$ cat config.mk
export PLATFORM = sky130hd
export DESIGN_NAME = lik_cordic
export DESIGN_NICKNAME = d
export VERILOG_FILES = /design/src/rtl/lik_pkg.sv /design/src/rtl/lik_cordic.sv
export SDC_FILE = /design/constraint.sdc
export NUM_CORES = 1
export LEC_CHECK = 0
export BUFFER_PORTS_ARGS = -buffer_cell sky130_fd_sc_hd__buf_2
export CAP_MARGIN = 20
export CORE_MARGIN = 3
export CORE_UTILIZATION = 50
export DETAILED_ROUTE_END_ITERATION = 10
export GPL_TIMING_DRIVEN = 1
export HOLD_SLACK_MARGIN = 0.02
export PLACE_DENSITY = 0.67
export SLEW_MARGIN = 10
export SYNTH_ARGS = -nofsm -noshare
export SYNTH_HDL_FRONTEND = slang
export SYNTH_SLANG_ARGS = --single-unit
$ cat constraint.sdc
create_clock -name clk -period 7.2 [get_ports clk]
set_input_delay 1.44 -clock clk [delete_from_list [all_inputs] [get_ports clk]]
set_output_delay 1.44 -clock clk [all_outputs]
set_load 0.01 [all_outputs]
$ cat src/rtl/lik_pkg.sv
// shared types, constants and tables of the leg inverse kinematics unit
package lik_pkg;

    localparam int MUL_W    = 28;
    localparam int PROD_W   = 56;
    localparam int SQ_W     = 56;
    localparam int ROOT_W   = 28;
    localparam int CO_IN_W  = 32;
    localparam int CO_W     = 35;
    localparam int CO_Z_W   = 21;
    localparam int CO_STEPS = 18;
    localparam int CO_IDX_W = 5;
    localparam int ANG_W    = 16;

    localparam int DEG90  = 5760;
    localparam int DEG140 = 8960;
    localparam int DEG180 = 11520;

    localparam logic [2:0] REG_FEMUR  = 3'd0;
    localparam logic [2:0] REG_TIBIA  = 3'd1;
    localparam logic [2:0] REG_COXA   = 3'd2;
    localparam logic [2:0] REG_REF_X  = 3'd3;
    localparam logic [2:0] REG_REF_Y  = 3'd4;
    localparam logic [2:0] REG_REF_Z  = 3'd5;
    localparam logic [2:0] REG_HSHIFT = 3'd6;

    localparam logic [18:0] ATAN_TAB [CO_STEPS] = '{
        19'd184320, 19'd108810, 19'd57492, 19'd29184, 19'd14649, 19'd7331,
        19'd3667, 19'd1833, 19'd917, 19'd458, 19'd229, 19'd115,
        19'd57, 19'd29, 19'd14, 19'd7, 19'd4, 19'd2
    };

    localparam logic [7:0] LIM_LO [4][3] = '{
        '{8'd60, 8'd5, 8'd40}, '{8'd5, 8'd60, 8'd20},
        '{8'd5, 8'd60, 8'd20}, '{8'd60, 8'd5, 8'd40}
    };

    localparam logic [7:0] LIM_HI [4][3] = '{
        '{8'd175, 8'd120, 8'd160}, '{8'd120, 8'd175, 8'd140},
        '{8'd120, 8'd175, 8'd140}, '{8'd175, 8'd120, 8'd160}
    };

    localparam logic [7:0] PARK_TIB [4] = '{8'd160, 8'd20, 8'd20, 8'd160};

    typedef struct packed {
        logic busy;
        logic done;
    } unit_stat_t;

    typedef enum logic [5:0] {
        ST_IDLE, ST_SETUP,
        ST_XX, ST_YY, ST_RSUM, ST_RSQ, ST_RWAIT,
        ST_VV, ST_ZZ, ST_DSUM, ST_DSQ, ST_DWAIT,
        ST_G, ST_GWAIT, ST_F1, ST_F1WAIT,
        ST_AA, ST_BB, ST_N1, ST_M1,
        ST_AC_CHK, ST_AC_NN, ST_AC_SUB, ST_AC_SQ, ST_AC_SQW, ST_AC_AT, ST_AC_ATW,
        ST_M2, ST_M2B, ST_MIR, ST_APPLY, ST_PARK, ST_FIN
    } lik_state_t;

endpackage

$ cat src/rtl/lik_cordic.sv
// iterative vectoring cordic giving atan2 in 1/64 degree
module lik_cordic
    import lik_pkg::*;
(
    input  logic                       clk,
    input  logic                       rst_n,
    input  logic                       start,
    input  logic signed [CO_IN_W-1:0]  y_in,
    input  logic signed [CO_IN_W-1:0]  x_in,
    output unit_stat_t                 stat,
    output logic signed [ANG_W-1:0]    angle
);

    localparam logic signed [CO_W-1:0] NORM_LIM = CO_W'(1) <<< 30;

    logic                       run_reg, run_next;
    logic                       norm_reg, norm_next;
    logic                       fin_reg, fin_next;
    logic                       done_reg, done_next;
    logic                       xneg_reg, xneg_next;
    logic                       ypos_reg, ypos_next;
    logic signed [CO_W-1:0]     ax_reg, ax_next;
    logic signed [CO_W-1:0]     cy_reg, cy_next;
    logic signed [CO_Z_W-1:0]   z_reg, z_next;
    logic [CO_IDX_W-1:0]        i_reg, i_next;
    logic signed [ANG_W-1:0]    res_reg, res_next;

    logic signed [CO_W-1:0]     cy_abs;
    logic signed [CO_W-1:0]     sh_ax;
    logic signed [CO_W-1:0]     sh_cy;
    logic signed [CO_Z_W-1:0]   tab;
    logic signed [CO_Z_W-1:0]   base;
    logic signed [ANG_W:0]      quad;

    assign cy_abs = (cy_reg < 0) ? -cy_reg : cy_reg;
    assign sh_ax  = ax_reg >>> i_reg;
    assign sh_cy  = cy_reg >>> i_reg;
    assign tab    = $signed(CO_Z_W'(ATAN_TAB[i_reg]));
    assign base   = (z_reg + CO_Z_W'(32)) >>> 6;

    always_comb
    begin
        if (!xneg_reg)
            quad = (ANG_W + 1)'(base);
        else if (ypos_reg)
            quad = (ANG_W + 1)'(DEG180) - (ANG_W + 1)'(base);
        else
            quad = -(ANG_W + 1)'(DEG180) - (ANG_W + 1)'(base);
    end

    always_comb
    begin
        run_next  = run_reg;
        norm_next = norm_reg;
        fin_next  = fin_reg;
        done_next = 1'b0;
        xneg_next = xneg_reg;
        ypos_next = ypos_reg;
        ax_next   = ax_reg;
        cy_next   = cy_reg;
        z_next    = z_reg;
        i_next    = i_reg;
        res_next  = res_reg;
        if (start)
        begin
            if (y_in == 0)
            begin
                res_next  = (x_in < 0) ? ANG_W'(DEG180) : '0;
                done_next = 1'b1;
            end
            else if (x_in == 0)
            begin
                res_next  = (y_in > 0) ? ANG_W'(DEG90) : -ANG_W'(DEG90);
                done_next = 1'b1;
            end
            else
            begin
                run_next  = 1'b1;
                norm_next = 1'b1;
                fin_next  = 1'b0;
                xneg_next = x_in < 0;
                ypos_next = y_in > 0;
                ax_next   = (x_in < 0) ? -CO_W'(x_in) : CO_W'(x_in);
                cy_next   = CO_W'(y_in);
                z_next    = '0;
                i_next    = '0;
            end
        end
        else if (run_reg)
        begin
            if (fin_reg)
            begin
                res_next  = quad[ANG_W-1:0];
                run_next  = 1'b0;
                fin_next  = 1'b0;
                done_next = 1'b1;
            end
            else if (norm_reg)
            begin
                if (ax_reg < NORM_LIM && cy_abs < NORM_LIM)
                begin
                    ax_next = ax_reg <<< 1;
                    cy_next = cy_reg <<< 1;
                end
                else
                begin
                    norm_next = 1'b0;
                end
            end
            else
            begin
                if (cy_reg > 0)
                begin
                    ax_next = ax_reg + sh_cy;
                    cy_next = cy_reg - sh_ax;
                    z_next  = z_reg + tab;
                end
                else
                begin
                    ax_next = ax_reg - sh_cy;
                    cy_next = cy_reg + sh_ax;
                    z_next  = z_reg - tab;
                end
                i_next = i_reg + 1'b1;
                if (i_reg == CO_IDX_W'(CO_STEPS - 1))
                    fin_next = 1'b1;
            end
        end
    end

    always_ff @(posedge clk or negedge rst_n)
    begin
        if (!rst_n)
        begin
            run_reg  <= 1'b0;
            norm_reg <= 1'b0;
            fin_reg  <= 1'b0;
            done_reg <= 1'b0;
        end
        else
        begin
            run_reg  <= run_next;
            norm_reg <= norm_next;
            fin_reg  <= fin_next;
            done_reg <= done_next;
        end
    end

    always_ff @(posedge clk)
    begin
        xneg_reg <= xneg_next;
        ypos_reg <= ypos_next;
        ax_reg   <= ax_next;
        cy_reg   <= cy_next;
        z_reg    <= z_next;
        i_reg    <= i_next;
        res_reg  <= res_next;
    end

    assign stat.busy = run_reg;
    assign stat.done = done_reg;
    assign angle     = res_reg;

endmodule

==> results of run 1 <==
[power breakdown]
part	internal, mW	switching (mW)	total, mW
Combinational	1.97	2.64	4.61
Sequential	0.976	0.338	1.31
Clock	0.471	0.358	0.829
Total	3.41	3.34	6.75
[kinds of logic after synthesis]
family | count (synthesis) | share of synthesized area
muxes | 208 | 0.1693
xor gates and xnor gates | 195 | 0.09362
DFF | 118 | 0.1931
buffers and inverters | 195 | 0.04712
and+or+nand+nor | 688 | 0.1829
adders and majority gates | 108 | 0.07530
AOI/OAI and AO/OA | 660 | 0.2386
[tightest hold or removal path: cells and delay by family (launching register included)]
family	cells	cell delay, ns
flops	1	0.42
compound gates	2	0.16
[cells in the final DEF (no fill, tap or decap), types with 28 or more instances in the layout]
master / synthesis / final
nor2_1: 195 / 192
nand2_1: 179 / 179
a21oi_1: 176 / 176
o21ai_0: 122 / 122
edfxtp_1: 114 / 114
ha_1: 105 / 105
xnor2_1: 103 / 103
xor2_1: 92 / 92
buf_2: 19 / 83
mux2i_1: 78 / 78
mux4_2: 64 / 64
mux2_2: 57 / 57
nand3_1: 52 / 52
inv_1: 52 / 51
nor3_1: 49 / 49
a21o_1: 49 / 49
a211oi_1: 38 / 38
buf_4: 11 / 35
a31oi_1: 31 / 31
o21a_1: 29 / 29
o211ai_1: 29 / 29
and2_1: 28 / 28
[layer usage]
metal  global-route usage  vias up  part of all wire
met3              0.05492      156             0.087
met2               0.5386      921              0.45
met1               0.4657     8706              0.42
li1                     -     8309                 -
met5                    0        -                 0
met4               0.1206        0             0.038
[stage by stage]
stage | hold WS [ns] | cell area (µm²)
after global routing | 0.6496 | 19590
after global placement | 0.5953 | 19020
final | 0.6153 | 19590
after CTS | 0.6145 | 19560
after detailed placement | 0.5898 | 19020
after floorplan | 0.5377 | 18240
[final timing paths]
check	startpoint	endpoint	slack, ns
worst min-delay path	run_reg	run_reg	0.62
worst min register to register	run_reg	run_reg	0.62
min in group asynchronous	rst_n	done_reg	0.78
max in group asynchronous	rst_n	norm_reg	6.29
worst max-delay path	i_reg[0]	cy_reg[34]	0.62
worst max register to register	i_reg[0]	cy_reg[34]	0.62
[final cells by class]
type | instances | area [µm²] | area share
clock buffer | 19 | 432.9 | 0.02210
tap | 461 | 576.8 | 0.02945
timing repair buffer | 127 | 865.8 | 0.04421
sequential | 118 | 3527 | 0.1801
inverter | 54 | 202.7 | 0.01035
clock inverter | 13 | 107.6 | 0.005494
multi-input combinational | 1859 | 13870 | 0.7083
==> flow_summary.toml, run 1 <==
[job]
cap_violations = 0

[sta]
finalCriticalPeriod_ns = 6.583
hold_violations = 0
max_freq_mhz = 151.9
clock-skew-final_ns = 0.01423
worst_pin_slew_ns = 1.015
post-route-period-util = 0.9143
finalMaxSlewViolations = 0
setup_slack_ns = 0.6173
setup_viol = 0
tns_ns = 0
slew_headroom = 0.3222
rsz0062_at_grt = "no"

[logic_synthesis]
synth-seq-cells = 118
synth_edf_count = 114
synth_most_common_cell = "nor2_1"
yosys_warnings = 0
synth.yosys.seq_area_share = 0.1931
synth-main-ff-cell = "edfxtp_1"
syn_inst = 2172
netlist.area_leader.share = 0.1876
syn_area_per_cell_um2 = 8.400
synth_fp_nets = 2347
synth_top_area_cell = "edfxtp_1"
synth_common_cells = "nor2_1 (195), nand2_1 (179), a21oi_1 (176), o21ai_0 (122), edfxtp_1 (114)"
synth_area_leaders = "edfxtp_1 (19%), mux4_2 (7.9%), ha_1 (7.2%)"
async_flop_share = 0.03390
syn_area_um2 = 18240
synth_cell_type_count = 90

[detailed_routing]
drc_errors = 1
vias = 18092
firstDrtPassIters = 9
drtIter0Drc = 2052
antenna_left = 0
post_drt_wl_per_cell_um = 25.12
wirelength_mm = 66.60
vias_per_cell = 6.825

[cells_and_area]
drive_gt1_frac = 0.1457
instances_no_fill = 2651
antenna_cells = 0
fillCellCount = 3300
areaGrowthSynthToFinish_pct = 7.359
finish.utilization = 0.5480
nets = 2352

[worst_setup_path]
arrival_ns = 6.88
path_buf_inv = 1
slowest_delay_ns = 0.61
r2r_cells = 21
worstPathMaxFanout = 27
required_ns = 7.50
worst_path_most_repeated_cell = "a21o_1"
critPathTopFamily = "simple AND/OR/NAND/NOR gates"
startpoint_type = "flop"
cp_cell_sequence = "buf_12, mux4_1, mux2_2, a22oi_1, nand3_1, or3_1, or4_4, nor3_2, a21oi_1, xnor2_1, ha_1, a21o_1, a21o_1, a21o_1, a22o_1, or2_2, a21oi_1, o211ai_1, and3_1, mux2_4, a211oi_2"
crit_type = "flop to flop"
path_depth = 21
crit_slowest_cell = "mux4_1"
end_kind = "flop"

[clocking]
clock_latency_ns = 0.46
cts_resized = 0
cts_max_level = 4
cts_hold_buf = 0
post_cts_buffers = 0
cts_buffers = 17
cts_tree = "built"
cts.sinks = 118
path_clk_slew_ns = 0.06
cts-root-buf = "clkbuf_16"
cts_buffer_depth = 2

[die]
start_util = 0.5104
num_io_pins = 85
die_w_um = 197.0
core_um2 = 35740
rows = 69
dieArea_um2 = 38810
fp.dieH_um = 197.0

[placement]
portBuffers = 84
routabilityCongestion = 1.031
pre_cts_slack_ns = 0.7490
dp_cells = 2618
place_hpwl_mm = 50.51

[global_routing]
grt_max_degree = 95
overflow = 0
antenna_found_initial = 0
grt_pass1_wl_mm = 101.7
grt_pass1_vias = 16823
grt_use_total = 0.3374

[run_status]
status = "finished with violations"
violations = "DRC"

[power]
totalPowerFinal_mw = 6.748
ir_drop_mv = 0.1880
p_leak_nw = 7.653
power.density_nw_per_um2 = 344.5

[min_path]
hold_class = "flop to flop"
holdPathStages = 2
Note: power is estimated with default switching activity, not from simulation.
==> run 2: changes to the inputs <==
--- a/config.mk
+++ b/config.mk
@@ -7,7 +7,7 @@
 export LEC_CHECK = 0
 export BUFFER_PORTS_ARGS = -buffer_cell sky130_fd_sc_hd__buf_2
 export CAP_MARGIN = 20
-export CORE_MARGIN = 3
+export CORE_MARGIN = 2
 export CORE_UTILIZATION = 50
 export DETAILED_ROUTE_END_ITERATION = 10
 export GPL_TIMING_DRIVEN = 1
==> run 2 against run 1 <==
The run now ends clean; maximum frequency increased by 0.19%; hold slack worse by 0.0056 ns; routed wire length shrank 3.9%; highest routed layer unchanged; first-iteration DRC count fell by 1.8%; cell count shrank 0.34%; critical endpoint unchanged; non-clock buffer count decreased by 10.
==> flow_summary.toml, run 2 (same netlist as run 1, synthesis figures left out) <==
[run_status]
status = "finished, final reports clean"

[cells_and_area]
final_area_um2 = 19560
final_cell_mix = "nor2_1 (192), nand2_1 (179), a21oi_1 (176)"
layout_commonest_cell = "nor2_1"
fillCellCount = 3332
drive_gt1_frac = 0.1427
areaGrowthSynthToFinish_pct = 7.187
nets = 2342

[clocking]
path_clk_slew_ns = 0.07
cts_buffer_depth = 2
post_cts_buffers = 0
cts_max_level = 4
cts_buffers = 17
cts_hold_buf = 0
cts_resized = 0
cts.sinks = 118
cts-root-buf = "clkbuf_16"
cts_tree = "built"
clock_latency_ns = 0.46

[die]
rows = 69
start_util = 0.5104
fp.dieH_um = 195.0
core_um2 = 35740
num_io_pins = 85
die_w_um = 195.0
dieArea_um2 = 38030

[sta]
clock-skew-final_ns = 0.01207
finalMaxSlewViolations = 0
rsz0062_at_grt = "no"
finalCriticalPeriod_ns = 6.570
fin_hold_ws_ns = 0.6097
post-route-period-util = 0.9125
worst_pin_slew_ns = 1.025
max_freq_mhz = 152.2
tns_ns = 0
setup_viol = 0
hold_violations = 0
slew_headroom = 0.3153

[worst_setup_path]
startpoint_type = "flop"
required_ns = 7.49
crit_type = "flop to flop"
worstPathMaxFanout = 76
arrival_ns = 6.86
end_kind = "flop"

[detailed_routing]
vias_per_cell = 6.817
vias = 18010
post_drt_wl_per_cell_um = 24.23
drtIter0Drc = 2016
wirelength_mm = 64.03
antenna_left = 0
drc_errors = 0
firstDrtPassIters = 5

[placement]
routabilityCongestion = 1.019
place_hpwl_mm = 48.21
portBuffers = 84
place_area_um2 = 18940

[global_routing]
overflow = 0
grt_use_total = 0.3339
antenna_found_initial = 0
grt_max_degree = 82
grt_pass1_wl_mm = 98.86
grt_pass1_vias = 16793

[min_path]
hold_class = "flop to flop"

[power]
p_leak_nw = 7.620
power.density_nw_per_um2 = 346.8
ir_drop_mv = 0.1997

[job]
cap_violations = 0
## run 2: path summary, 6_finish.rpt
kind                          start         end  slack [ns]  cells past startpoint
setup / recovery           i_reg[0]  cy_reg[34]        0.63                     21
max in group asynchronous     rst_n    norm_reg        6.28                      1
hold reg to reg             run_reg     run_reg        0.61                      2
setup reg to reg           i_reg[0]  cy_reg[34]        0.63                     21
min in group asynchronous     rst_n    done_reg        0.78                      1
hold / removal              run_reg     run_reg        0.61                      2
## run 2: critical path, stage by stage, from the launching register on
cell      delay [ns]
edfxtp_1        0.53
buf_12          0.42
mux2_2          0.42
mux2i_1         0.42
o21ai_0         0.17
o22a_1          0.22
or3_1           0.39
or4_4           0.56
nor3_2          0.40
nor2_1          0.10
xnor2_1         0.14
ha_1            0.35
and3_1          0.23
and2_1          0.17
a32o_1          0.25
o21a_1          0.21
or2_2           0.32
a21oi_1         0.27
o211ai_1        0.16
and3_1          0.18
mux2_4          0.27
a211oi_2        0.18
## run 2: cell type report
type | count | area [µm²] | share of cell area
diodes | 1 | 2.502 | 0.0001280
clock buffers | 20 | 456.7 | 0.02335
inverters | 54 | 202.7 | 0.01037
multi-input cells | 1859 | 13880 | 0.7097
flip-flops and latches | 118 | 3527 | 0.1804
repair buffers | 117 | 758.2 | 0.03877
clock inverters | 12 | 152.6 | 0.007806
well taps | 461 | 576.8 | 0.02950
## run 2: power breakdown
part | internal [mW] | switching [mW] | total (mW) | leakage (nW)
sequential | 0.976 | 0.333 | 1.31 | 1.16
clock | 0.561 | 0.362 | 0.923 | 0.288
combinational | 1.96 | 2.59 | 4.55 | 6.17
total | 3.49 | 3.29 | 6.78 | 7.62
## run 2: per-layer routing
metal	GRT usage	vias to the layer above	part of all wire
li1	-	8292	-
met1	0.4546	8664	0.43
met2	0.5136	896	0.43
met3	0.06598	158	0.090
met4	0.1498	0	0.048
met5	0	-	0
## run 2: per-stage QoR
| step | total power, mW | setup WS, ns | std cells | util |
|---|---|---|---|---|
| floorplan | 4.662 | 1.154 | 2172 | - |
| global placement | 5.664 | 0.9058 | 2609 | 0.5300 |
| detailed placement | 5.731 | 0.7803 | 2609 | 0.5300 |
| CTS | 6.698 | 0.6976 | 2641 | 0.5470 |
| global route | 7.274 | 0.1921 | 2641 | 0.5470 |
| finish | 6.781 | 0.6301 | 2642 | 0.5471 |
