$ cat src/rtl/lik_pkg.sv
// shared types, constants and tables of the leg inverse kinematics unit
package lik_pkg;

    localparam int MUL_W    = 28;
    localparam int PROD_W   = 56;
    localparam int SQ_W     = 56;
    localparam int ROOT_W   = 28;
    localparam int CO_IN_W  = 32;
    localparam int CO_W     = 35;
    localparam int CO_Z_W   = 21;
    localparam int CO_STEPS = 18;
    localparam int CO_IDX_W = 5;
    localparam int ANG_W    = 16;

    localparam int DEG90  = 5760;
    localparam int DEG140 = 8960;
    localparam int DEG180 = 11520;

    localparam logic [2:0] REG_FEMUR  = 3'd0;
    localparam logic [2:0] REG_TIBIA  = 3'd1;
    localparam logic [2:0] REG_COXA   = 3'd2;
    localparam logic [2:0] REG_REF_X  = 3'd3;
    localparam logic [2:0] REG_REF_Y  = 3'd4;
    localparam logic [2:0] REG_REF_Z  = 3'd5;
    localparam logic [2:0] REG_HSHIFT = 3'd6;

    localparam logic [18:0] ATAN_TAB [CO_STEPS] = '{
        19'd184320, 19'd108810, 19'd57492, 19'd29184, 19'd14649, 19'd7331,
        19'd3667, 19'd1833, 19'd917, 19'd458, 19'd229, 19'd115,
        19'd57, 19'd29, 19'd14, 19'd7, 19'd4, 19'd2
    };

    localparam logic [7:0] LIM_LO [4][3] = '{
        '{8'd60, 8'd5, 8'd40}, '{8'd5, 8'd60, 8'd20},
        '{8'd5, 8'd60, 8'd20}, '{8'd60, 8'd5, 8'd40}
    };

    localparam logic [7:0] LIM_HI [4][3] = '{
        '{8'd175, 8'd120, 8'd160}, '{8'd120, 8'd175, 8'd140},
        '{8'd120, 8'd175, 8'd140}, '{8'd175, 8'd120, 8'd160}
    };

    localparam logic [7:0] PARK_TIB [4] = '{8'd160, 8'd20, 8'd20, 8'd160};

    typedef struct packed {
        logic busy;
        logic done;
    } unit_stat_t;

    typedef enum logic [5:0] {
        ST_IDLE, ST_SETUP,
        ST_XX, ST_YY, ST_RSUM, ST_RSQ, ST_RWAIT,
        ST_VV, ST_ZZ, ST_DSUM, ST_DSQ, ST_DWAIT,
        ST_G, ST_GWAIT, ST_F1, ST_F1WAIT,
        ST_AA, ST_BB, ST_N1, ST_M1,
        ST_AC_CHK, ST_AC_NN, ST_AC_SUB, ST_AC_SQ, ST_AC_SQW, ST_AC_AT, ST_AC_ATW,
        ST_M2, ST_M2B, ST_MIR, ST_APPLY, ST_PARK, ST_FIN
    } lik_state_t;

endpackage

$ cat src/rtl/lik_isqrt.sv
// iterative floor square root, two result bits per step pair, one step a cycle
module lik_isqrt
    import lik_pkg::*;
(
    input  logic              clk,
    input  logic              rst_n,
    input  logic              start,
    input  logic [SQ_W-1:0]   din,
    output unit_stat_t        stat,
    output logic [ROOT_W-1:0] root
);

    localparam logic [SQ_W-1:0] SQ_TOP = SQ_W'(1) << (SQ_W - 2);

    logic            run_reg, run_next;
    logic            done_reg, done_next;
    logic [SQ_W-1:0] rem_reg, rem_next;
    logic [SQ_W-1:0] res_reg, res_next;
    logic [SQ_W-1:0] bit_reg, bit_next;
    logic [SQ_W-1:0] trial;

    assign trial = res_reg + bit_reg;

    always_comb
    begin
        run_next  = run_reg;
        done_next = 1'b0;
        rem_next  = rem_reg;
        res_next  = res_reg;
        bit_next  = bit_reg;
        if (start)
        begin
            run_next = 1'b1;
            rem_next = din;
            res_next = '0;
            bit_next = SQ_TOP;
        end
        else if (run_reg)
        begin
            if (rem_reg >= trial)
            begin
                rem_next = rem_reg - trial;
                res_next = (res_reg >> 1) + bit_reg;
            end
            else
            begin
                res_next = res_reg >> 1;
            end
            bit_next = bit_reg >> 2;
            if (bit_reg[0])
            begin
                run_next  = 1'b0;
                done_next = 1'b1;
            end
        end
    end

    always_ff @(posedge clk or negedge rst_n)
    begin
        if (!rst_n)
        begin
            run_reg  <= 1'b0;
            done_reg <= 1'b0;
        end
        else
        begin
            run_reg  <= run_next;
            done_reg <= done_next;
        end
    end

    always_ff @(posedge clk)
    begin
        rem_reg <= rem_next;
        res_reg <= res_next;
        bit_reg <= bit_next;
    end

    assign stat.busy = run_reg;
    assign stat.done = done_reg;
    assign root      = res_reg[ROOT_W-1:0];

endmodule

$ cat config.mk
export PLATFORM = sky130hd
export DESIGN_NAME = lik_isqrt
export DESIGN_NICKNAME = d
export VERILOG_FILES = /design/src/rtl/lik_pkg.sv /design/src/rtl/lik_isqrt.sv
export SDC_FILE = /design/constraint.sdc
export NUM_CORES = 1
export LEC_CHECK = 0
export BUFFER_PORTS_ARGS = -buffer_cell sky130_fd_sc_hd__buf_2
export CORE_AREA = 5 5 174 176
export CTS_BUF_LIST = sky130_fd_sc_hd__clkbuf_16
export CTS_CLUSTER_SIZE = 10
export DETAILED_ROUTE_END_ITERATION = 10
export DIE_AREA = 0 0 179 181
export GPL_ROUTABILITY_DRIVEN = 0
export PLACE_DENSITY = 0.65
export SETUP_SLACK_MARGIN = 0.15
export SLEW_MARGIN = 30
export SYNTH_ARGS = -nofsm -noshare
export SYNTH_HDL_FRONTEND = slang
export SYNTH_SLANG_ARGS = --single-unit
$ cat constraint.sdc
create_clock -name clk -period 17.2 [get_ports clk]
set_clock_uncertainty 0.15 [all_clocks]
set_input_delay 1.72 -clock clk [delete_from_list [all_inputs] [get_ports clk]]
set_output_delay 1.72 -clock clk [all_outputs]
set_load 0.02 [all_outputs]
==> results by group, run 1 <==
Status
  – Status: finished, final reports clean

Pwr
  – Worst vdd ir: 0.0742 mV
  – PnR Total Power: 2.42 mW
  – Leakage: 5.92 nW
  – Pwr dens: 167 nW/um^2

CTS
  – H-tree depth: 4
  – Max Buffers Root-to-Sink: 2
  – Post-CTS Hold Fix Bufs: 0
  – Skew-Pair Late Insertion Delay: 440 ps
  – Post-CTS Setup Inserts: 0
  – CTS resizes: 0
  – Sinks on the clock net: 142
  – Clk slew on worst S/H paths: 70 ps
  – CTS tree: yes
  – Root Driver: clkbuf_16
  – Cts bufs inserted: 17

Layout
  – Finished Cell Area: 14500 um^2
  – Util after Layout: 50.8%
  – N_diodes: 0
  – Area of the multi-input gates: 9330 um^2
  – Layout net count: 1849
  – FILL cells: 2750
  – Layout overhead on the synthesized area: 7.31%
  – Seq. cell area: 3420 um^2
  – Layout cell share with drive strength beyond 1: 11.0%

Synth
  – Synth warn: 0
  – Number of synthesized register bits: 142
  – Async set-reset flop share out of synthesis: 1.41%
  – Top FF cell, synth: dfxtp_1
  – Netlist area before placement: 13500 um^2
  – Synthesized netlist cell count: 1681
  – Avg Inst Size Synth: 8.03 um^2
  – Syn nets: 1855
  – Sequential-to-total area share from yosys stat: 25.3%
  – Yosys cell types: 90
  – EDFF count, synth: 56

Floorplan
  – Die area: 32400 um^2
  – Num rows: 62
  – Die extent in y: 181 um
  – Starting Density: 47.4%
  – Ports: 89
  – Die W: 179 um
  – Placeable Area: 28500 um^2

Flow run
  – Max cap viols: 0

GRT
  – Initial antenna violation count: 0
  – Number of global-route vias before repair: 11.7k
  – Global-route wire length before repair: 62000 um
  – Total GRT Usage: 23.4%
  – Total global routing overflow: 0
  – Largest net degree at the start of global routing: 78

STA
  – Post-route setup TNS: 0 ps
  – Min Tclk post-route: 6690 ps
  – Final period util: 38.9%
  – Pins Over Slew Limit: 0
  – Final hold viol count: 0
  – Worst-margin pin slew: 866 ps
  – Max frequency: 150 MHz
  – Slew Limit Headroom: 42.2%
  – RSZ-0062 raised after global routing: no
  – Final Setup Violations: 0

Routing
  – DRT Pass-1 Iters: 5
  – Drt drc: 0
  – Drt via density: 6.14
  – Routed WL per cell: 18.6 um
  – Post-Route WL: 38500 um
  – Post-DRT Antenna Nets: 0
  – DRT iter0 DRCs: 1019
  – DR vias: 12.7k

Placed design
  – PortBufs: 88
  – Placed inst area: 13900 um^2
  – Final HPWL DP: 28800 um

Worst setup path
  – Crit start category: register
  – Crit Path Class: register to register
  – CP Data Arrival Time: 6600 ps
  – CP endpoint kind: register
  – CP max FO: 56
  – Crit path required time: 17110 ps

Worst hold path
  – HP Class: register to register
-- cell type report --
type	instances	share of cell area [%]
clock inverters	14	0.959
multi-input cells	1375	64.4
inverters	44	1.14
well taps	384	3.32
clock buffers	18	3.11
repair buffers	95	3.45
flip-flops and latches	142	23.6
-- per-stage QoR --
step	cells	setup WS, ps	hold slack, ps
final	2072	10510	361
after global routing	2072	10150	413
after detailed placement	2040	10560	358
after global placement	2040	10730	371
after CTS	2072	10530	368
after floorplan	1681	8020	324
-- cell usage after synthesis, types with 24 or more instances --
master    instances  area (um^2)
edfxtp_1         56         1680
buf_4            34          255
xor2_1           68          596
o21bai_1         24          180
o21ai_0         138          691
mux2i_1          37          370
a31oi_1          49          307
nor3_1           24          120
o21ai_1          25          125
a21o_1           52          390
clkbuf_1         68          255
a21oi_1         106          531
nand2_1         199          747
nand3_1          31          155
dfxtp_1          84         1680
ha_1            114         1430
inv_1            44          165
nor2_1          139          522
a211oi_1         26          195
xnor2_1          60          526
nand4_1          32          200
-- cell families (layout without fill, tap and decap cells) --
logic type | count (synthesis) | in the layout | share of synthesized area [%]
buffers and inverters | 164 | 171 | 5.66
flip-flops | 142 | 142 | 25.3
AND/OR/NAND/NOR | 513 | 513 | 17.5
XOR/XNOR | 128 | 128 | 8.31
AO/OA/AOI/OAI | 575 | 575 | 29.2
multiplexers | 44 | 44 | 3.33
adder cells (fa/ha/maj) | 115 | 115 | 10.7
-- worst max-delay path, stage by stage (launching register included) --
cell and delay [ps]:
dfxtp_1 440, ha_1 300, a31o_2 280, a31oi_4 240
o21ai_2 150, a31oi_4 250, o21ai_2 140, a32o_1 290
o41ai_4 450, o21ai_1 240, o311ai_0 460, ha_1 340
nand2_1 150, nor2_1 160, nand3_1 260, inv_1 120
nand3_1 80, nor2_1 300, o2bb2ai_4 360, nor2_8 240
o21ai_4 190, buf_4 580
-- where the power goes --
group | internal [mW] | switching (mW)
clock | 0.222 | 0.159
combinational | 0.562 | 0.888
sequential | 0.488 | 0.0964
-- placed cells by master, fill, tap and decap left out, drive strengths merged, types with 19 or more instances in the layout --
cell type and n:
nand2 199, o21ai 166, nor2 140, ha 114, a21oi 107, buf 95, dfxtp 84, xor2 68
xnor2 60, edfxtp 56, a21o 52, a31oi 52, inv 50, mux2i 37, nand4 33, nand3 31
a211oi 28, o21bai 25, nor3 24, a31o 19, a311oi 19
-- per-layer routing --
layer | track usage, % | routed length, um
met5 | 0 | 0
met4 | 5.89 | 645
met3 | 3.87 | 2950
met2 | 34.0 | 16200
met1 | 35.8 | 18700
-- worst paths after layout --
check / slack, ps / to / cells after the start / start
min in group asynchronous: 910 / run_reg$_DFF_PN0_ / 1 / rst_n
min reg2reg: 360 / res_reg[0]$_SDFFE_PP0P_ / 2 / res_reg[0]$_SDFFE_PP0P_
max: 10510 / rem_reg[47]$_DFFE_PP_ / 21 / res_reg[2]$_SDFFE_PP0P_
max in group asynchronous: 15890 / run_reg$_DFF_PN0_ / 1 / rst_n
min: 360 / res_reg[0]$_SDFFE_PP0P_ / 2 / res_reg[0]$_SDFFE_PP0P_
max reg2reg: 10510 / rem_reg[47]$_DFFE_PP_ / 21 / res_reg[2]$_SDFFE_PP0P_
Power figures use the tool's default switching activity.
==> run 2: changes to the inputs <==
clock period = 7 ns   (was 17.2 ns; I/O delays follow)
==> run 2 against run 1 <==
Against the previous run: non-clock buffer count rose by 5; die area did not move; global-route usage is 0.090 points higher; first-iteration DRC count increased by 29%; sequential share of layout area is essentially flat; sequential power is 140% higher; worst setup slack got worse by 9800 ps; largest cell class unchanged; highest routed layer unchanged.
==> results by group, run 2 (synthesized netlist as in run 1, its figures left out) <==
Status
  – Status: finished, final reports clean

GRT
  – Largest net degree at the start of global routing: 79
  – Initial antenna violation count: 0
  – Total GRT Usage: 23.5%
  – Number of global-route vias before repair: 11.5k
  – Total global routing overflow: 0
  – Global-route wire length before repair: 62000 um

Worst hold path
  – HP Class: register to register
  – Hold path startpoint: res_reg[0]$_SDFFE_PP0P_

STA
  – Pins Over Slew Limit: 0
  – Worst-margin pin slew: 842 ps
  – Min Tclk post-route: 6290 ps
  – Max frequency: 159 MHz
  – Post-route setup TNS: 0 ps
  – Slew Limit Headroom: 42.4%
  – Final hold viol count: 0
  – Final Setup Violations: 0
  – RSZ-0062 raised after global routing: no
  – Final period util: 89.8%

Floorplan
  – Die area: 32400 um^2
  – Num rows: 62
  – Placeable Area: 28500 um^2
  – Starting Density: 47.4%
  – Die W: 179 um
  – Ports: 89
  – Die extent in y: 181 um

Layout
  – Layout net count: 1854
  – Post-Layout Cell Count: 2077
  – Commonest non-fill, non-tap cell in the layout: nand2_1
  – N_diodes: 0
  – Commonest cells after routing, fill and taps aside: nand2_1 (199), nor2_1 (139), o21ai_0 (137), ha_1 (114), a21oi_1 (106)
  – Layout overhead on the synthesized area: 7.28%
  – Layout cell share with drive strength beyond 1: 11.2%

Worst setup path
  – Crit start category: register
  – CP max FO: 31
  – Crit path required time: 7190 ps
  – CP Data Arrival Time: 6470 ps
  – Crit. Startpoint: res_reg[2]$_SDFFE_PP0P_
  – Critical R2R Launch: res_reg[2]$_SDFFE_PP0P_
  – CP endpoint kind: register
  – Reg2Reg Setup Slack: 710 ps
  – Crit Path Class: register to register

CTS
  – H-tree depth: 4
  – Sinks on the clock net: 142
  – Root Driver: clkbuf_16
  – CTS resizes: 0
  – Max Buffers Root-to-Sink: 2
  – Cts bufs inserted: 17
  – Skew-Pair Late Insertion Delay: 440 ps
  – Post-CTS Hold Fix Bufs: 1
  – CTS tree: yes
  – Clk slew on worst S/H paths: 70 ps
  – Post-CTS Setup Inserts: 0

Routing
  – Drt via density: 6.07
  – DRT Pass-1 Iters: 6
  – Drt drc: 0
  – Post-Route WL: 38700 um
  – DRT iter0 DRCs: 1315
  – DR vias: 12.6k
  – Post-DRT Antenna Nets: 0
  – Routed WL per cell: 18.6 um

Placed design
  – PortBufs: 88
  – Placed insts: 2044
  – Final HPWL DP: 29100 um

Pwr
  – Worst vdd ir: 0.196 mV
  – Pwr dens: 406 nW/um^2
  – Leakage: 5.91 nW
  – PnR Total Power: 5.88 mW

Flow run
  – Max cap viols: 0
run 2: critical path, cell delays in order (launching register included):
cell and delay [ps]:
dfxtp_1 440, ha_1 300, a31o_2 280, a31oi_4 230, o21ai_2 140, a31oi_4 260
o21ai_2 140, a32o_1 290, o41ai_4 450, o21ai_1 260, o311ai_0 470, ha_1 400
a21o_1 200, a21o_1 170, a21o_1 190, a221o_1 350, a21oi_1 570, nand2_1 100
buf_4 290, mux2i_1 160, a221oi_1 310
run 2: path summary, 6_finish.rpt:
path                                            end  depth (start not counted)
max reg2reg                res_reg[30]$_SDFFE_PP0P_                         20
min reg2reg                 res_reg[0]$_SDFFE_PP0P_                          2
min in group asynchronous        done_reg$_DFF_PN0_                          2
min                         res_reg[0]$_SDFFE_PP0P_                          2
max in group asynchronous         run_reg$_DFF_PN0_                          2
max                        res_reg[30]$_SDFFE_PP0P_                         20
run 2: final cells by class:
cell class	instances	area, um^2
fill	2733	14000
clock inverter	15	108
sequential	142	3420
multi-input combinational	1375	9330
timing repair buffer	100	552
inverter	44	165
clock buffer	17	425
tap	384	480
run 2: metal layers:
| metal | global-route usage, % | vias up | wire, um |
|---|---|---|---|
| li1 | - | 6248 | - |
| met1 | 35.7 | 5898 | 18700 |
| met2 | 35.2 | 436 | 16900 |
| met3 | 3.57 | 33 | 2660 |
| met4 | 4.82 | 0 | 474 |
| met5 | 0 | - | 0 |
run 2: report_power, final:
group,internal (mW),leakage (nW),switching [mW],total (mW)
registers,1.20,1.29,0.231,1.43
logic,1.40,4.36,2.18,3.59
clock network,0.457,0.263,0.406,0.863
total,3.06,5.91,2.82,5.88
run 2: per-stage QoR:
step,instance area (um^2),util (%),setup WS (ps),hold slack [ps]
2_1_floorplan,13500,-,420,254
3_3_place_gp,13900,48.9,919,336
3_5_place_dp,13900,48.9,803,339
4_1_cts,14500,50.8,724,369
5_1_grt,14500,50.8,227,379
6_report,14500,50.8,711,378
==> run 3: changes to the inputs <==
CORE_AREA = 5 5 156 158   (was 5 5 174 176)
DIE_AREA = 0 0 161 163   (was 0 0 179 181)
PLACE_DENSITY = 0.79   (was 0.65)
==> run 3 against run 2 <==
Against the previous run: maximum frequency decreased by 1.1%; sequential power about the same; combinational power barely moved; via count increased by 2.7%; worst setup slack got worse by 67 ps; utilization rose by 12 points; final area decreased by 0.73%; die area down 19%; global-route usage is 4.7 points higher; power is 1.0% higher; count of clock-buffer cells in the layout is 1 higher; largest cell class unchanged.
==> results by group, run 3 (synthesized netlist as in run 1, its figures left out) <==
Worst setup path
  – Reg2Reg Setup Slack: 640 ps
  – CP endpoint kind: register
  – CP Data Arrival Time: 6310 ps
  – CP max FO: 56
  – Crit path required time: 6960 ps
  – Worst reg2reg path depth: 22
  – Crit start category: register
  – Critical R2R Launch: bit_reg[0]$_SDFFE_PP0P_
  – Reg-to-reg endpoint: rem_reg[55]$_DFFE_PP_
  – Crit Path Class: register to register

Pwr
  – PnR Total Power: 5.94 mW
  – Worst vdd ir: 0.244 mV
  – Leakage: 5.93 nW
  – Pwr dens: 414 nW/um^2

GRT
  – Total GRT Usage: 28.3%
  – Number of global-route vias before repair: 12.0k
  – Initial antenna violation count: 0
  – Largest net degree at the start of global routing: 78
  – Total global routing overflow: 0
  – Global-route wire length before repair: 61100 um

Floorplan
  – Ports: 89
  – Placeable Area: 23000 um^2
  – Die W: 161 um
  – Num rows: 56
  – Die extent in y: 163 um
  – Die area: 26200 um^2
  – Starting Density: 58.7%

CTS
  – Cts bufs inserted: 17
  – Root Driver: clkbuf_16
  – Sinks on the clock net: 142
  – Max Buffers Root-to-Sink: 2
  – H-tree depth: 4
  – Skew-Pair Late Insertion Delay: 440 ps
  – CTS tree: yes
  – Clk slew on worst S/H paths: 70 ps
  – CTS resizes: 0
  – Post-CTS Setup Inserts: 0

Layout
  – Commonest non-fill, non-tap cell in the layout: nand2_1
  – Layout cell share with drive strength beyond 1: 10.9%
  – Post-Layout Cell Count: 1982
  – N_diodes: 0
  – Commonest cells after routing, fill and taps aside: nand2_1 (199), nor2_1 (139), o21ai_0 (137), ha_1 (114), a21oi_1 (106)
  – Layout overhead on the synthesized area: 6.49%
  – Layout net count: 1853
  – FILL cells: 1995

Placed design
  – Placed insts: 1949
  – Final HPWL DP: 27800 um
  – PortBufs: 88

Routing
  – Post-Route WL: 38200 um
  – Post-DRT Antenna Nets: 0
  – DRT Pass-1 Iters: 6
  – Routed WL per cell: 19.3 um
  – DRT iter0 DRCs: 1601
  – Drt drc: 0
  – DR vias: 13.0k
  – Drt via density: 6.54

STA
  – Final Setup Violations: 0
  – Final hold viol count: 0
  – Slew Limit Headroom: 44.8%
  – RSZ-0062 raised after global routing: no
  – Pins Over Slew Limit: 0
  – Post-route setup TNS: 0 ps
  – Final period util: 90.8%
  – Min Tclk post-route: 6360 ps
  – Max frequency: 157 MHz
  – Worst-margin pin slew: 828 ps

Worst hold path
  – Worst Hold Depth: 2
  – Hold Path Sink: res_reg[0]$_SDFFE_PP0P_
  – HP Class: register to register
  – Hold path startpoint: res_reg[0]$_SDFFE_PP0P_

Flow run
  – Max cap viols: 0

Status
  – Status: finished, final reports clean
run 3: layer usage:
metal	up-vias	track usage (%)	share of wire, %
li1	6236	-	-
met1	5983	40.0	45
met2	642	43.0	43
met3	95	5.95	9.7
met4	0	9.73	2.7
met5	-	0	0
run 3: critical path, stage by stage (launching register included):
cell and delay (ps):
dfxtp_1 350, ha_1 220, ha_1 220, a21o_1 180
a31oi_1 280, o21ai_1 220, a31o_2 310, a31oi_2 250
o21ai_1 250, a31oi_1 420, nor4_1 100, o311ai_0 410
xor2_1 130, ha_1 390, and3_1 200, nand3_1 230
inv_1 120, nand3_1 80, nor2_1 320, o2bb2ai_4 370
nor2_8 240, o21ai_4 210, buf_12 310
run 3: stage by stage:
stage                     hold slack [ps]  instance area, um^2  worst slack [ps]  utilization [%]
after global routing                  400                14400               246             62.5
after detailed placement              337                13800               740             60.1
final                                 370                14400               643             62.5
after CTS                             379                14400               711             62.5
after global placement                336                13800               951             60.1
after floorplan                       254                13500               420                -
run 3: how the worst max path moves through the flow:
stage / startpoint / to / slack, ps / depth (start not counted)
after global placement: bit_reg[0]$_SDFFE_PP0P_ / rem_reg[54]$_DFFE_PP_ / 950 / 22
after CTS: res_reg[2]$_SDFFE_PP0P_ / rem_reg[55]$_DFFE_PP_ / 710 / 21
final: bit_reg[0]$_SDFFE_PP0P_ / rem_reg[55]$_DFFE_PP_ / 640 / 22
after detailed placement: bit_reg[0]$_SDFFE_PP0P_ / rem_reg[55]$_DFFE_PP_ / 740 / 22
after floorplan: res_reg[2]$_SDFFE_PP0P_ / rem_reg[0]$_DFFE_PP_ / 420 / 23
after global routing: res_reg[2]$_SDFFE_PP0P_ / rem_reg[48]$_DFFE_PP_ / 250 / 21
run 3: layout make-up:
type                            count  area (um^2)  area share [%]
Multi-Input combinational cell   1375         9330            64.9
Sequential cell                   142         3420            23.8
Timing Repair Buffer               99          544            3.79
Clock buffer                       18          450            3.14
Tap cell                          290          363            2.53
Inverter                           44          165            1.15
Clock inverter                     14          101           0.705
run 3: power by group:
group	switching [mW]	total (mW)	internal (mW)
combinational	2.21	3.61	1.40
clock	0.390	0.893	0.503
sequential	0.237	1.44	1.20
run 3: repair_timing:
item	4_1_cts	5_1_grt
setup endpoints to repair	0	0
endpoints found under the hold margin	2	0
hold buffers	1	0
